===== config.mk =====
export PLATFORM = sky130hd
export DESIGN_NAME = fp32_to_fp16_saturating_convert_unit_flat
export DESIGN_NICKNAME = d
export VERILOG_FILES = /design/src/rtl/core/f2h_pkg.sv /design/src/rtl/core/f2h_single_if.sv /design/src/rtl/core/f2h_half_if.sv /design/src/rtl/core/fp32_to_fp16_saturating_convert_unit.sv /design/src/rtl/core/f2h_convert.sv /design/src/flat_wrapper.sv
export VERILOG_INCLUDE_DIRS = /design/src /design/src/rtl/core
export SDC_FILE = /design/constraint.sdc
export NUM_CORES = 1
export LEC_CHECK = 0
export ABC_AREA = 1
export BUFFER_PORTS_ARGS = -buffer_cell sky130_fd_sc_hd__buf_4
export CAP_MARGIN = 0
export CORE_ASPECT_RATIO = 1.5
export CORE_MARGIN = 10
export CORE_UTILIZATION = 54
export DETAILED_ROUTE_END_ITERATION = 10
export PLACE_DENSITY = 0.79
export RECOVER_POWER = 25
export SLEW_MARGIN = 5
export SYNTH_ARGS = -nofsm -noshare
export SYNTH_HDL_FRONTEND = slang
export SYNTH_HIERARCHICAL = 1
export SYNTH_SLANG_ARGS = --single-unit

===== constraint.sdc =====
create_clock -name clk -period 1.95 [get_ports clk]
set_input_delay 0.0975 -clock clk [delete_from_list [all_inputs] [get_ports clk]]
set_output_delay 0.0975 -clock clk [all_outputs]
set_load 0.02 [all_outputs]

===== src/rtl/core/assert_macros.svh =====
// Assertion helpers for the conversion unit
`ifndef ASSERT_MACROS_SVH
`define ASSERT_MACROS_SVH

// Check an implication on every clock edge outside reset
`define ASSERT_IMPL(label, clk, rst_n, cond, msg) \
	label: assert property (@(posedge clk) disable iff (!rst_n) (cond)) else $error(msg);

// Check that a condition never holds on any clock edge outside reset
`define ASSERT_NEVER(label, clk, rst_n, cond, msg) \
	label: assert property (@(posedge clk) disable iff (!rst_n) !(cond)) else $error(msg);

`endif


===== src/rtl/core/f2h_pkg.sv =====
// ----------------------------------------------------------------------------
// f2h_pkg
// Shared constants for binary32 to binary16 saturating conversion.
// ----------------------------------------------------------------------------
`default_nettype none
package f2h_pkg;
	localparam logic [30:0] ABS_INF      = 31'h7F800000;
	localparam logic [30:0] MIN_NORM     = 31'h38800000;
	localparam logic [30:0] MAX_HALF     = 31'h477FE000;
	localparam logic [30:0] EXP_REBASE   = 31'h38000000;
	localparam logic [14:0] HALF_MIN_MAG = 15'h0400;
	localparam logic [14:0] HALF_MAX_MAG = 15'h7BFF;
	localparam logic [14:0] HALF_QNAN    = 15'h7E00;
endpackage
`default_nettype wire


===== src/rtl/core/f2h_single_if.sv =====
// ----------------------------------------------------------------------------
// f2h_single_if
// Valid/ready channel carrying one binary32 bit pattern.
// ----------------------------------------------------------------------------
`default_nettype none
interface f2h_single_if;
	logic        valid;
	logic        ready;
	logic [31:0] single_bits;
	modport source (output valid, output single_bits, input ready);
	modport sink (input valid, input single_bits, output ready);
endinterface
`default_nettype wire


===== src/rtl/core/f2h_half_if.sv =====
// ----------------------------------------------------------------------------
// f2h_half_if
// Valid/ready channel carrying one binary16 bit pattern.
// ----------------------------------------------------------------------------
`default_nettype none
interface f2h_half_if;
	logic        valid;
	logic        ready;
	logic [15:0] half_bits;
	modport source (output valid, output half_bits, input ready);
	modport sink (input valid, input half_bits, output ready);
endinterface
`default_nettype wire


===== src/rtl/core/fp32_to_fp16_saturating_convert_unit.sv =====
// ----------------------------------------------------------------------------
// fp32_to_fp16_saturating_convert_unit
// Streaming binary32 to binary16 converter with saturation.
// ----------------------------------------------------------------------------
// Usage:
//   in  : requests carrying a binary32 pattern (single_bits), valid/ready.
//   out : results carrying the binary16 pattern (half_bits), valid/ready.
//   Each request yields exactly one result. An input register feeds the
//   conversion logic, and a result register holds the answer; each
//   request passes through the input register, then the result register.
//   Throughput is one request per cycle: both registers advance together
//   whenever the result register is empty or being taken.
//   When the receiver stalls, both stages hold and in.ready drops once
//   both are full; nothing is lost.
//   Reset clears both valid flags; no clearing pass is needed.
//   Tiny nonzero magnitudes give the signed smallest normal; large ones
//   and infinities give the signed largest finite value; NaN stays quiet
//   NaN with its sign.
// ----------------------------------------------------------------------------
`default_nettype none
`include "assert_macros.svh"
module fp32_to_fp16_saturating_convert_unit (
	input  wire logic   clk,
	input  wire logic   arst_n,
	f2h_single_if.sink  in,
	f2h_half_if.source  out
);
	logic        valid_s1;
	logic [31:0] single_s1;
	logic        valid_s2;
	logic [15:0] half_s2;
	logic [15:0] half_c;
	logic        adv_s2;
	logic        adv_s1;

	// Advance when downstream slot is free
	assign adv_s2   = !valid_s2 || out.ready;
	assign adv_s1   = !valid_s1 || adv_s2;
	assign in.ready = adv_s1;

	f2h_convert u_convert (
		.single_bits(single_s1),
		.half_bits  (half_c)
	);

	// Hold valid flags
	always_ff @(posedge clk or negedge arst_n) begin
		if (!arst_n) begin
			valid_s1 <= 1'b0;
			valid_s2 <= 1'b0;
		end else begin
			if (adv_s1) valid_s1 <= in.valid;
			if (adv_s2) valid_s2 <= valid_s1;
		end
	end

	// Advance payload
	always_ff @(posedge clk) begin
		if (adv_s1 && in.valid) single_s1 <= in.single_bits;
		if (adv_s2 && valid_s1) half_s2 <= half_c;
	end

	assign out.valid     = valid_s2;
	assign out.half_bits = half_s2;

	`ASSERT_IMPL(a_stall_holds, clk, arst_n,
		(valid_s2 && !out.ready) |=> (valid_s2 && $stable(half_s2)),
		"result dropped during stall")
	`ASSERT_NEVER(a_full_blocks, clk, arst_n,
		valid_s1 && valid_s2 && !out.ready && in.ready,
		"accepted while full")
	`ASSERT_IMPL(a_stage_moves, clk, arst_n,
		(valid_s1 && adv_s2) |=> valid_s2,
		"stage one request lost")
endmodule
`default_nettype wire


===== src/rtl/core/f2h_convert.sv =====
// ----------------------------------------------------------------------------
// f2h_convert
// Combinational binary32 to binary16 conversion with saturation.
// ----------------------------------------------------------------------------
`default_nettype none
module f2h_convert (
	input  wire logic [31:0] single_bits,
	output logic      [15:0] half_bits
);
	logic        sign;
	logic [30:0] mag;
	logic [30:0] shifted;
	logic [14:0] trunc;
	logic [12:0] rem;
	logic        round_up;
	logic [14:0] mag_out;

	// Rebase exponent and round to nearest even
	always_comb begin
		sign     = single_bits[31];
		mag      = single_bits[30:0];
		shifted  = mag - f2h_pkg::EXP_REBASE;
		trunc    = shifted[27:13];
		rem      = shifted[12:0];
		round_up = (rem > 13'h1000) || ((rem == 13'h1000) && trunc[0]);
		if (mag > f2h_pkg::ABS_INF) begin
			mag_out = f2h_pkg::HALF_QNAN | {5'd0, 1'b0, mag[21:13]};
		end else if (mag == 31'd0) begin
			mag_out = 15'd0;
		end else if (mag < f2h_pkg::MIN_NORM) begin
			mag_out = f2h_pkg::HALF_MIN_MAG;
		end else if (mag > f2h_pkg::MAX_HALF) begin
			mag_out = f2h_pkg::HALF_MAX_MAG;
		end else begin
			mag_out = trunc + {14'd0, round_up};
		end
		half_bits = {sign, mag_out};
	end
endmodule
`default_nettype wire

===== src/flat_wrapper.sv =====
// flat-port wrapper written by rule: the top's interface ports become plain ports
module fp32_to_fp16_saturating_convert_unit_flat 
  (clk, arst_n, in_valid, in_single_bits, in_ready, out_valid, out_half_bits, out_ready);
  f2h_single_if in_i ();
  f2h_half_if out_i ();
  input  wire logic clk;
  input  wire logic arst_n;
  input wire logic [$bits(in_i.valid)-1:0] in_valid;
  input wire logic [$bits(in_i.single_bits)-1:0] in_single_bits;
  output wire logic [$bits(in_i.ready)-1:0] in_ready;
  output wire logic [$bits(out_i.valid)-1:0] out_valid;
  output wire logic [$bits(out_i.half_bits)-1:0] out_half_bits;
  input wire logic [$bits(out_i.ready)-1:0] out_ready;
  assign in_i.valid = in_valid;
  assign in_i.single_bits = in_single_bits;
  assign in_ready = in_i.ready;
  assign out_valid = out_i.valid;
  assign out_half_bits = out_i.half_bits;
  assign out_i.ready = out_ready;
  fp32_to_fp16_saturating_convert_unit u_core (.clk(clk), .arst_n(arst_n), .in(in_i), .out(out_i));
endmodule

## Word-level counts from Yosys, hierarchy flattened

Cells that the tools add are included.

- Add/subtract/negate cells: 2
- Magnitude comparators: 4
- Eq/ne operators: 1
- Muxes and demuxes: 4
- Reduce and logical (&&, ||, !) cells: 9

Operators with widths:

| operator | count |
|---|---|
| > comparator 31 bit, second input constant | 2 |
| 2-to-1 mux 15 bit | 3 |
| logical NOT 31 bit | 1 |
| less-than comparator 31 x 30 -> 1 bit, second input constant | 1 |
| subtractor 28 bit, second input constant | 1 |
| adder 15 x 1 -> 15 bit | 1 |
| == test 13 bit, second input constant | 1 |
| > comparator 13 bit, second input constant | 1 |
| 2-to-1 mux 9 bit | 1 |
| logical AND 1 bit | 3 |
| logical OR 1 bit | 3 |
| logical NOT 1 bit | 2 |

- Bits in registers: 50
- Input port bits: 36
- Output and inout bits: 18
- Word-level logic and storage cells: 25

## Depth between registers and ports, before layout

Gate-level depths: netlist of the first run.

- Depth in word-level cells: 9
- Mapped depth: 11
- Mapped depth without buffers: 11

## Modules after synthesis

Netlist of the first run, hierarchy kept.

By module, submodules not included:

| module | instances | cells each | area each (um^2) | seq. area each (um^2) |
|---|---|---|---|---|
| fp32_to_fp16_saturating_convert_unit | 1 | 60 | 1536.5 | 1491.4 |
| f2h_convert | 1 | 199 | 928.4 | 0.0 |

## Least setup slack after synthesis of the first run

Ideal clock, no wire load.

- Path type: flip-flop to flip-flop
- From: register u_core.valid_s2 (netlist: u_core/out.valid)
- To: register u_core.half_s2[0] (netlist: u_core/out.half_bits[0]), enable pin
- Setup time: 394 ps
- Arrival: 1354 ps
- Required time: 1556 ps
- Setup slack: 202 ps
- Cell stages (with the launch flop): 2
- Path buffers: 0
- Clock period less this slack: 1748 ps
- Path through: dfrtp_1 > a21oi_1

- Word-level cells in the longest chain between the ends: 3

RTL lines:

| element | line | RTL |
|---|---|---|
| from (decl) | fp32_to_fp16_saturating_convert_unit.sv:30 | `logic valid_s2;` |
| from (signal assigned) | fp32_to_fp16_saturating_convert_unit.sv:53 | `if (adv_s2) valid_s2 <= valid_s1;` |
| logical NOT 1 bit | fp32_to_fp16_saturating_convert_unit.sv:37 | `assign adv_s2 = !valid_s2 \|\| out.ready;` |
| logical OR 1 bit | fp32_to_fp16_saturating_convert_unit.sv:37 |  |
| logical AND 1 bit | fp32_to_fp16_saturating_convert_unit.sv:60 | `if (adv_s2 && valid_s1) half_s2 <= half_c;` |
| to (signal assigned) | fp32_to_fp16_saturating_convert_unit.sv:60 |  |
| to (decl) | fp32_to_fp16_saturating_convert_unit.sv:31 | `logic [15:0] half_s2;` |

Every way passes these cells.
A chain may end at the register's enable or synchronous reset.

## Worst setup path in the final report of the first run

- From: register u_core.single_s1[13]
- To: register u_core.half_s2[12] (netlist: u_core/out.half_bits[12]) (data pin)

- Word-level cells in the longest chain between the ends: 7
- Elaborated cells between the ends (all ways): 11
- Classes of those cells: add/sub (2); order compare (3); mux (3); reduce/logical (3)

RTL lines:

| element | line | RTL |
|---|---|---|
| from (decl) | fp32_to_fp16_saturating_convert_unit.sv:29 | `logic [31:0] single_s1;` |
| from (signal assigned) | fp32_to_fp16_saturating_convert_unit.sv:59 | `if (adv_s1 && in.valid) single_s1 <= in.single_bits;` |
| subtractor 28 bit | f2h_convert.sv:22 | `shifted = mag - f2h_pkg::EXP_REBASE;` |
| logical AND 1 bit | f2h_convert.sv:25 | `round_up = (rem > 13'h1000) \|\| ((rem == 13'h1000) && trunc[0]);` |
| logical OR 1 bit | f2h_convert.sv:25 |  |
| adder 15 x 1 -> 15 bit | f2h_convert.sv:35 | `mag_out = trunc + {14'd0, round_up};` |
| 2-to-1 mux 15 bit | f2h_convert.sv:32 | `end else if (mag > f2h_pkg::MAX_HALF) begin` |
| 2-to-1 mux 15 bit | f2h_convert.sv:30 | `end else if (mag < f2h_pkg::MIN_NORM) begin` |
| 2-to-1 mux 15 bit | f2h_convert.sv:28 | `end else if (mag == 31'd0) begin` |

Parallel ways exist; a longest one is shown, timed or not.

==> out/results.tsv, run 1 <==
metric	value	unit
Synth area leaders	edfxtp_1 (58%), nand2_1 (13%), nor2_1 (4.9%)	
hold depth	4	
first-pass GRT wire length	9890	um
r2r endpoint	u_core/out.half_bits[12]$_DFFE_PP_	
CTS buffer count	5	
HPWL Detailed	4310	um
Initial Util	55.2	%
antenna violations before repair	0	
CP Data Arrival Time	1.86	ns
Comb pwr share	16.3	%
DRC viols	0	
Final Hold Fails	0	
crit path cell chain	nand2_1 > inv_2 > ha_1 > inv_1 > nor2_2 > nand2_1 > nor3_2 > xnor2_1 > a21oi_1	
met2 usage	29.7	%
share of layout cells above drive strength 1	24.4	%
synth warn	6	
routed vias	2100	
Worst R2R Start	u_core/single_s1[13]$_DFFE_PP_	
asr flop ratio synth	4.00	%
clock root buffer	clkbuf_8	
gpl congestion	0.881	
core area	4470	um2
GRT Overall Usage	16.9	%
worst slack on hold paths	0.0540	ns
hold path endpoint	u_core/out.valid$_DFFE_PN0P_	
Iter 0 DRT Violations	184	
DRT Wirelength	6180	um
# nets final	397	
worst-path maximum fanout	6	
EDFF count, synth	48	
largest net degree at the start of global routing	33	
Clock Tree Buf Depth	2	
Synth cell types	28	
Die ar.	7720	um2
clk slew on worst S/H paths	0.10	ns
TritonCTS Sinks	50	
TritonCTS clock tree	built	
post-synthesis instance total	259	
Sw Pwr	0.623	mW
critical path class	reg2reg	
synthesized area	2460	um2
setup_tns	0	ns
Worst VDD drop	571	uV
cell taking the most area after synthesis	edfxtp_1	
drt first pass iters	4	
Reg2Reg Setup Slack	0.15	ns
met1 GRT Util	17.6	%
f_max	557	MHz
post-DR wirelength/cell	15.1	um
Die Y	103	um
Mapped Nets	296	
CP top delay family	simple AND/OR/NAND/NOR gates	
vias per cell	5.13	
I/O Pins	54	
Final Cycle Share	92.1	%
hold_sp	out_ready	
endpoint class of the critical path	flop	
top-area cell type share of the netlist area	58.5	%
Worst path slowest cell	edfxtp_1	
post-synthesis sequential area ratio	60.5	%
Rel. slew slack	73.3	%
GRT busiest layer	met2	
Setup Skew	0.00697	ns
Critical Path RT	2.01	ns
H-tree depth	2	
PD cells	720	nW/um2
max-slew violation count	0	
crit path launch type	flop	
ant diodes	0	
Int Pwr	1.85	mW
max_cap viols	0	
R2R cell count	9	
syn avg cell area	9.52	um2
Tot Pwr	2.48	mW
Inst Count DP	366	
Area Growth Syn to Fin	39.5	%
clock power share	30.3	%
unrepaired setup endpoints after global routing	false	
number of global-route vias before repair	2120	
outcome	complete, no violations	
most used cell, CP	nand2_1	
final setup fails	0	
Port Buf Inserts	53	
hold crit path type	in2reg	
fin cells	409	
CP max stage delay	0.41	ns
FF+latch count, synth	50	
clk_lat worst skew	0.31	ns
Slew @ Worst Pin	0.400	ns
site row count	30	
Flop pwr share	53.3	%
Sw Share	25.2	%
Main synth FF type	edfxtp_1	
ANT nets after route	0	
buffers plus inverters on the worst setup path	2	
grt ovf	0	
die width	75.2	um
Filler cells	321	
global-route met3 utilization	4.34	%
Leakage	1.48	nW
Tmin final	1.80	ns
-- kinds of logic after synthesis --
kind of cell               count (synthesis)  share of synthesized area (%)
AOI/OAI and AO/OA                         15                           3.81
xor gates and xnor gates                   4                           1.42
adders and majority gates                  1                          0.508
buffers and inverters                     35                           5.79
DFF                                       50                           60.5
and+or+nand+nor                          154                           28.0
-- synthesized netlist by cell type (3+ instances only) --
library cell,count
a21oi_1,5
a31oi_1,3
nand4_1,5
inv_1,31
nand2_1,85
xor2_1,3
nor4_1,3
o21ai_0,5
nand2_2,4
nand3_2,3
nand3_1,10
nor3_1,5
edfxtp_1,48
nor2_1,32
-- worst max-delay path by stage --
stage | start | to | slack, ns | cells after the start
2_1_floorplan | u_core/out.valid$_DFFE_PN0P_ | u_core/out.half_bits[0]$_DFFE_PP_ | 0.20 | 1
3_3_place_gp | u_core/single_s1[13]$_DFFE_PP_ | u_core/out.half_bits[12]$_DFFE_PP_ | 0.15 | 9
3_5_place_dp | u_core/single_s1[13]$_DFFE_PP_ | u_core/out.half_bits[12]$_DFFE_PP_ | 0.09 | 9
4_1_cts | u_core/single_s1[13]$_DFFE_PP_ | u_core/out.half_bits[12]$_DFFE_PP_ | 0.06 | 9
5_1_grt | u_core/single_s1[13]$_DFFE_PP_ | u_core/out.half_bits[6]$_DFFE_PP_ | 0.006 | 11
6_report | u_core/single_s1[13]$_DFFE_PP_ | u_core/out.half_bits[12]$_DFFE_PP_ | 0.15 | 9
-- tightest hold or removal path, cell delays in order --
cell and delay, ns:
buf_4 0.07, inv_1 0.05, nand2_1 0.06, nand2_1 0.04
-- flip-flops by register name (all words and copies together) (netlist names) --
name and count:
u_core/single_s1 32, u_core/out.half_bits 16, u_core/valid_s1 1, u_core/out.valid 1
-- layout make-up --
| class | count | area [um2] | area share [%] |
|---|---|---|---|
| clock buffer | 5 | 68.8 | 2.00 |
| clock inverter | 3 | 47.5 | 1.38 |
| inverter | 33 | 124 | 3.60 |
| multi-input combinational | 174 | 846 | 24.6 |
| sequential | 50 | 1490 | 43.4 |
| tap | 48 | 60.1 | 1.75 |
| timing repair buffer | 96 | 802 | 23.3 |
-- placed cells by master (no fill, tap or decap), types with 2 or more instances in the layout --
cell type,count
clkbuf_4,25
nor3_1,4
nor3_2,2
dfrtp_1,2
buf_4,36
nand3_1,10
inv_1,30
inv_6,2
nand2_1,85
nor2_2,3
edfxtp_1,48
dlygate4sd3_1,34
inv_2,3
nand2_2,3
a21oi_1,5
o21ai_0,5
nand3b_1,2
nor2_1,30
nor4_1,3
nand4_1,5
a31oi_1,3
xor2_1,3
nand3_2,3
clkbuf_8,5
-- power groups by stage --
stage          sequential, mW  clock [mW]  combinational [mW]
2_1_floorplan            1.38           0               0.148
3_3_place_gp             1.34           0               0.339
3_5_place_dp             1.34           0               0.344
4_1_cts                  1.32       0.766               0.399
5_1_grt                  1.33       0.797               0.444
6_report                 1.32       0.751               0.404
-- layer usage --
metal,up-vias,share of wire [%]
li1,1058,-
met1,948,36
met2,75,53
met3,19,6.2
met4,0,4.5
met5,-,0
-- what timing repair did --
| item | 4_1_cts | 5_1_grt |
|---|---|---|
| endpoints found under the setup margin | 0 | 7 |
| hold buffers | 34 | 0 |
| hold endpoints to repair | 35 | 0 |
| resized for setup | 0 | 5 |
| setup buffers | 0 | 1 |
-- through the flow --
step | utilization [%] | setup WS [ns] | instance area, um2
2_1_floorplan | - | 0.202 | 2460
3_3_place_gp | 66.4 | 0.149 | 2960
3_5_place_dp | 66.4 | 0.0915 | 2960
4_1_cts | 76.6 | 0.0631 | 3420
5_1_grt | 77.0 | 0.00594 | 3440
6_report | 77.0 | 0.154 | 3440
No activity file was read; power rests on OpenSTA's default activity.
==> inputs of run 2 (changes only) <==
--- a/config.mk
+++ b/config.mk
@@ -6,14 +6,13 @@
 export SDC_FILE = /design/constraint.sdc
 export NUM_CORES = 1
 export LEC_CHECK = 0
-export ABC_AREA = 1
 export BUFFER_PORTS_ARGS = -buffer_cell sky130_fd_sc_hd__buf_4
 export CAP_MARGIN = 0
 export CORE_ASPECT_RATIO = 1.5
 export CORE_MARGIN = 10
-export CORE_UTILIZATION = 54
+export CORE_UTILIZATION = 52
 export DETAILED_ROUTE_END_ITERATION = 10
-export PLACE_DENSITY = 0.79
+export PLACE_DENSITY = 0.78
 export RECOVER_POWER = 25
 export SLEW_MARGIN = 5
 export SYNTH_ARGS = -nofsm -noshare
==> run 2 against run 1 <==
- the flow now finishes with violations (setup timing)
- first-iteration DRC count increased by 14%
- sequential share of layout area increased by 2.2 points
- area after synthesis fell by 11%
- worst setup slack got worse by 0.22 ns
- utilization up 5.0 points
- clock power decreased by 16%
- cell area decreased by 4.8%
- clock skew rose by 0.0077 ns
- via count down 13%
- sequential power barely moved
- flip-flop and latch count stayed put
==> out/results.tsv, run 2 <==
metric	value	unit
H-tree depth	2	
setup_tns	-0.0943	ns
core area	3990	um2
ANT nets after route	0	
endpoint class of the critical path	flop	
clock root buffer	clkbuf_8	
grt ovf	0	
Iter 0 DRT Violations	210	
Compound-Gate Fraction of Synth Area	9.69	%
Port Buf Inserts	53	
Slew @ Worst Pin	0.421	ns
Design Area, Final	3270	um2
PD cells	714	nW/um2
share of layout cells above drive strength 1	38.4	%
Post-Synth Simple-Gate Area	16.5	%
max-slew violation count	0	
Synth area leaders	edfxtp_1 (66%), a21oi_1 (2.3%), dfrtp_1 (2.3%)	
Final Hold Fails	0	
HPWL Detailed	3940	um
synthesized area	2180	um2
register area	1490	um2
drt first pass iters	4	
clk slew on worst S/H paths	0.10	ns
Leakage	1.27	nW
CTS buffer count	5	
Tmin final	2.01	ns
I/O Pins	54	
top-area cell type share of the netlist area	66.1	%
vias per cell	5.76	
Mapped Nets	193	
largest family of logic cells by synthesized area	simple AND/OR/NAND/NOR gates	
worst-path maximum fanout	6	
FF+latch count, synth	50	
failing checks	setup timing	
register with the most flip-flops	u_core/single_s1	
GRT Overall Usage	16.9	%
antenna violations before repair	0	
final setup fails	2	
Rel. slew slack	72.0	%
largest net degree at the start of global routing	33	
site row count	28	
Synth Area in Adders	0.573	%
cell taking the most area after synthesis	edfxtp_1	
DRT Wirelength	6200	um
Area Growth Syn to Fin	50.1	%
syn avg cell area	14.0	um2
die width	72.9	um
Tot Pwr	2.34	mW
Setup Slack @ Placement	-0.00531	ns
gpl congestion	0.878	
mux share of post-synthesis cell area	0	%
Post-synth top cells	edfxtp_1 (48), a21oi_1 (10), o21ai_0 (10)	
most frequent cells in the layout	buf_4 (51), edfxtp_1 (48), dlygate4sd3_1 (34), clkbuf_4 (23), a21oi_1 (9)	
# nets final	307	
Worst VDD drop	802	uV
fin cells	316	
CP Data Arrival Time	2.09	ns
max_cap viols	0	
hold crit path type	in2reg	
Die Y	99.3	um
f_max	497	MHz
TritonCTS clock tree	built	
TritonCTS Sinks	50	
number of global-route vias before repair	1923	
first-pass GRT wire length	9600	um
Main synth FF type	edfxtp_1	
ant diodes	0	
post-DR wirelength/cell	19.6	um
Post-Synth XOR/XNOR Area	2.41	%
R2R cell count	6	
commonest non-fill, non-tap cell in the layout	buf_4	
top-count cell post-synth	edfxtp_1	
max reg flops	32	
clk_lat worst skew	0.31	ns
Placement Cell Area	2760	um2
asr flop ratio synth	4.00	%
post-synthesis sequential area ratio	68.3	%
outcome	finished, violations left	
EDFF count, synth	48	
Initial Util	54.6	%
critical path class	reg2reg	
post-synthesis instance total	156	
Synth cell types	40	
Die ar.	7240	um2
Setup WS post-layout	-0.0620	ns
DRC viols	0	
Setup Skew	0.0147	ns
Final Cycle Share	103	%
unrepaired setup endpoints after global routing	true	
Filler cells	210	
crit path launch type	flop	
synth warn	6	
hold depth	3	
routed vias	1821	
Clock Tree Buf Depth	2	
Inst Count DP	271	
Critical Path RT	2.03	ns
multi-input logic area	694	um2
==> run 2: cell types whose count changed after synthesis, sizes merged, moves of 6 or more <==
cell   change
nand2     -83
nor2      -27
inv       -25
nand3      -7
nor4       +6
==> run 2: metal layers <==
metal | vias up | part of all wire [%] | global-route usage, %
li1 | 834 | - | -
met1 | 888 | 33 | 15.8
met2 | 86 | 57 | 31.3
met3 | 13 | 7.7 | 5.97
met4 | 0 | 2.0 | 7.48
met5 | - | 0 | 0
==> run 2: path summary, 6_finish.rpt <==
| check | endpoint | from | slack [ns] |
|---|---|---|---|
| worst max-delay path | u_core/out.half_bits[0]$_DFFE_PP_ | u_core/single_s1[15]$_DFFE_PP_ | -0.06 |
| worst min-delay path | u_core/valid_s1$_DFFE_PN0P_ | out_ready | 0.09 |
| worst max register to register | u_core/out.half_bits[0]$_DFFE_PP_ | u_core/single_s1[15]$_DFFE_PP_ | -0.06 |
| worst min register to register | u_core/out.half_bits[15]$_DFFE_PP_ | u_core/single_s1[31]$_DFFE_PP_ | 0.45 |
| max in group asynchronous | u_core/valid_s1$_DFFE_PN0P_ | arst_n | 1.72 |
| min in group asynchronous | u_core/out.valid$_DFFE_PN0P_ | arst_n | 0.10 |
==> run 2: cell type report <==
| cell class | count | share of cell area [%] |
|---|---|---|
| Sequential cell | 50 | 45.5 |
| Timing Repair Buffer | 110 | 27.8 |
| Multi-Input combinational cell | 95 | 21.2 |
| Clock buffer | 5 | 2.10 |
| Tap cell | 45 | 1.72 |
| Inverter | 8 | 0.917 |
| Clock inverter | 3 | 0.688 |
==> run 2: per-stage QoR <==
step | hold slack [ns] | utilization (%)
2_1_floorplan | -0.198 | -
3_3_place_gp | -0.120 | 69.2
3_5_place_dp | -0.114 | 69.2
4_1_cts | 0.0630 | 80.5
5_1_grt | 0.0941 | 82.0
6_report | 0.0888 | 82.0
==> run 2: logic make-up (layout without fill, tap and decap cells) <==
family | after synthesis | in the layout
AOI/OAI and AO/OA | 32 | 32
xor gates and xnor gates | 6 | 6
adders and majority gates | 1 | 1
buffers and inverters | 11 | 126
DFF | 50 | 50
and+or+nand+nor | 56 | 56
==> run 2: power by group <==
group          leakage [nW]  internal, mW  switching, mW
registers             0.484          1.27         0.0480
clock network        0.0489         0.260          0.368
logic                 0.733         0.198          0.189
total                  1.27          1.73          0.605
==> run 2: timing repair <==
action | CTS | global route
endpoints found under the hold margin | 35 | 0
buffers inserted | 0 | 2
cloned | 0 | 1
gates resized for setup | 3 | 17
setup endpoints to repair | 2 | 15
pin swaps | 0 | 5
hold buffers | 34 | 0
==> run 2: worst max-delay path, cell delays in order, from the launching register on <==
cell,delay (ns)
edfxtp_1,0.50
nor4_1,0.35
nand3_1,0.22
o2111ai_2,0.29
buf_6,0.16
o21ai_0,0.11
o2bb2ai_1,0.15
==> inputs of run 3 (changes only) <==
--- a/config.mk
+++ b/config.mk
@@ -6,13 +6,13 @@
 export SDC_FILE = /design/constraint.sdc
 export NUM_CORES = 1
 export LEC_CHECK = 0
-export BUFFER_PORTS_ARGS = -buffer_cell sky130_fd_sc_hd__buf_4
 export CAP_MARGIN = 0
 export CORE_ASPECT_RATIO = 1.5
 export CORE_MARGIN = 10
-export CORE_UTILIZATION = 52
+export CORE_UTILIZATION = 55
 export DETAILED_ROUTE_END_ITERATION = 10
-export PLACE_DENSITY = 0.78
+export DONT_BUFFER_PORTS = 1
+export PLACE_DENSITY = 0.7
 export RECOVER_POWER = 25
 export SLEW_MARGIN = 5
 export SYNTH_ARGS = -nofsm -noshare
==> run 3 against run 2 <==
- the run now ends clean
- non-clock buffer count is 56 lower
- register-to-register slack better by 0.09 ns
- sequential share of layout area is 6.0 points higher
- clock skew is 0.0023 ns lower
- largest cell class unchanged
- critical path depth is 2 lower
- flip-flop and latch count stayed put
- combinational power is 39% lower
- cell count is 18% lower
==> out/results.tsv, run 3 (synthesized netlist as in run 2, its figures left out) <==
metric	value	unit
worst slack on hold paths	0.0267	ns
die width	71.4	um
H-tree depth	2	
PD cells	840	nW/um2
# nets final	251	
Initial Util	56.1	%
buffers plus inverters on the worst setup path	0	
Leakage	1.02	nW
max_cap viols	0	
Clock Tree Buf Depth	2	
Final Hold Fails	0	
Final Cycle Share	98.8	%
share of layout cells above drive strength 1	21.4	%
fin util	74.4	%
Setup Slack @ Placement	-0.0156	ns
outcome	complete, no violations	
vias per cell	5.89	
grt ovf	0	
Placement Cell Area	2350	um2
setup_tns	0	ns
multi-input logic area	691	um2
met1 GRT Util	12.9	%
Rel. slew slack	72.2	%
drt first pass iters	4	
max-slew violation count	0	
antenna violations before repair	0	
CP Data Arrival Time	1.96	ns
Filler cells	228	
final setup fails	0	
CTS buffer count	5	
Slew @ Worst Pin	0.418	ns
routed vias	1532	
unrepaired setup endpoints after global routing	true	
Inst Count DP	216	
Die ar.	6940	um2
CP max stage delay	0.56	ns
Iter 0 DRT Violations	65	
Area Growth Syn to Fin	32.6	%
f_max	519	MHz
Die Y	97.1	um
TritonCTS clock tree	built	
TritonCTS Sinks	50	
global-route met3 utilization	5.52	%
GRT Overall Usage	14.2	%
site row count	28	
Design Area, Final	2890	um2
Tmin final	1.93	ns
clk_lat worst skew	0.30	ns
Port Buf Inserts	0	
post-DR wirelength/cell	19.8	um
core area	3890	um2
register with the most flip-flops	u_core/single_s1	
clk slew on worst S/H paths	0.08	ns
commonest non-fill, non-tap cell in the layout	edfxtp_1	
max reg flops	32	
GRT busiest layer	met2	
ant diodes	0	
Worst path slowest cell	or4_4	
crit path cell chain	or4_4 > or3_4 > nor3_2 > o221ai_1	
hold crit path type	in2async	
endpoint class of the critical path	flop	
met2 usage	26.0	%
Setup Skew	0.0124	ns
Worst VDD drop	899	uV
DRT Wirelength	5150	um
DRC viols	0	
crit path launch type	flop	
Tot Pwr	2.43	mW
fin cells	260	
Setup WS post-layout	0.0242	ns
number of global-route vias before repair	1609	
critical path class	reg2reg	
gpl congestion	0.816	
register area	1490	um2
clock root buffer	clkbuf_8	
most frequent cells in the layout	edfxtp_1 (48), dlygate4sd3_1 (35), buf_4 (19), a21oi_1 (10), o21ai_0 (9)	
worst-path maximum fanout	3	
CP top delay family	simple AND/OR/NAND/NOR gates	
ANT nets after route	0	
HPWL Detailed	3200	um
first-pass GRT wire length	7930	um
I/O Pins	54	
Critical Path RT	1.99	ns
largest net degree at the start of global routing	33	
-- run 3: cell count changes in the layout (fill, tap and decap cells not counted), moves of 2 or more --
cell and delta:
bufinv_16 +2, inv_6 -2, buf_4 -32, clkbuf_4 -23, o21ai_0 +5, o21ai_1 -5
-- run 3: layer usage --
| layer | up-vias | wire length, um |
|---|---|---|
| met5 | - | 0 |
| met4 | 0 | 103 |
| met3 | 10 | 354 |
| met2 | 54 | 2900 |
| met1 | 744 | 1790 |
| li1 | 724 | - |
-- run 3: what timing repair did --
item / 4_1_cts / 5_1_grt
hold endpoints to repair: 36 / 0
pin swaps: 1 / 5
hold buffers: 35 / 0
gates resized for setup: 1 / 9
endpoints found under the setup margin: 4 / 13
buffers inserted: 0 / 1
-- run 3: layout make-up --
cell class                      count  area share [%]
Sequential cell                    50            51.5
Multi-Input combinational cell     95            23.9
Timing Repair Buffer               54            17.0
Clock buffer                        5            2.38
Clock inverter                      3            2.20
Tap cell                           45            1.95
Inverter                            8            1.04
-- run 3: report_power, final --
part | switching (mW) | internal, mW
clock network | 0.324 | 0.507
registers | 0.0880 | 1.28
logic | 0.117 | 0.119
total | 0.529 | 1.90
-- run 3: worst register-to-register path, delay by kind of cell (launching register included) --
kind	cells	cell delay [ns]
and+or+nand+nor	3	1.11
AOI/OAI and AO/OA	1	0.14
DFF	1	0.42
-- run 3: worst paths after layout --
kind | from | endpoint | slack (ns) | cells after the start
min | arst_n | u_core/valid_s1$_DFFE_PN0P_ | 0.03 | 1
max reg2reg | u_core/single_s1[25]$_DFFE_PP_ | u_core/out.half_bits[10]$_DFFE_PP_ | 0.02 | 4
max in group asynchronous | arst_n | u_core/out.valid$_DFFE_PN0P_ | 1.80 | 1
min reg2reg | u_core/single_s1[31]$_DFFE_PP_ | u_core/out.half_bits[15]$_DFFE_PP_ | 0.45 | 0
max | u_core/single_s1[25]$_DFFE_PP_ | u_core/out.half_bits[10]$_DFFE_PP_ | 0.02 | 4
min in group clk | out_ready | u_core/valid_s1$_DFFE_PN0P_ | 0.08 | 2
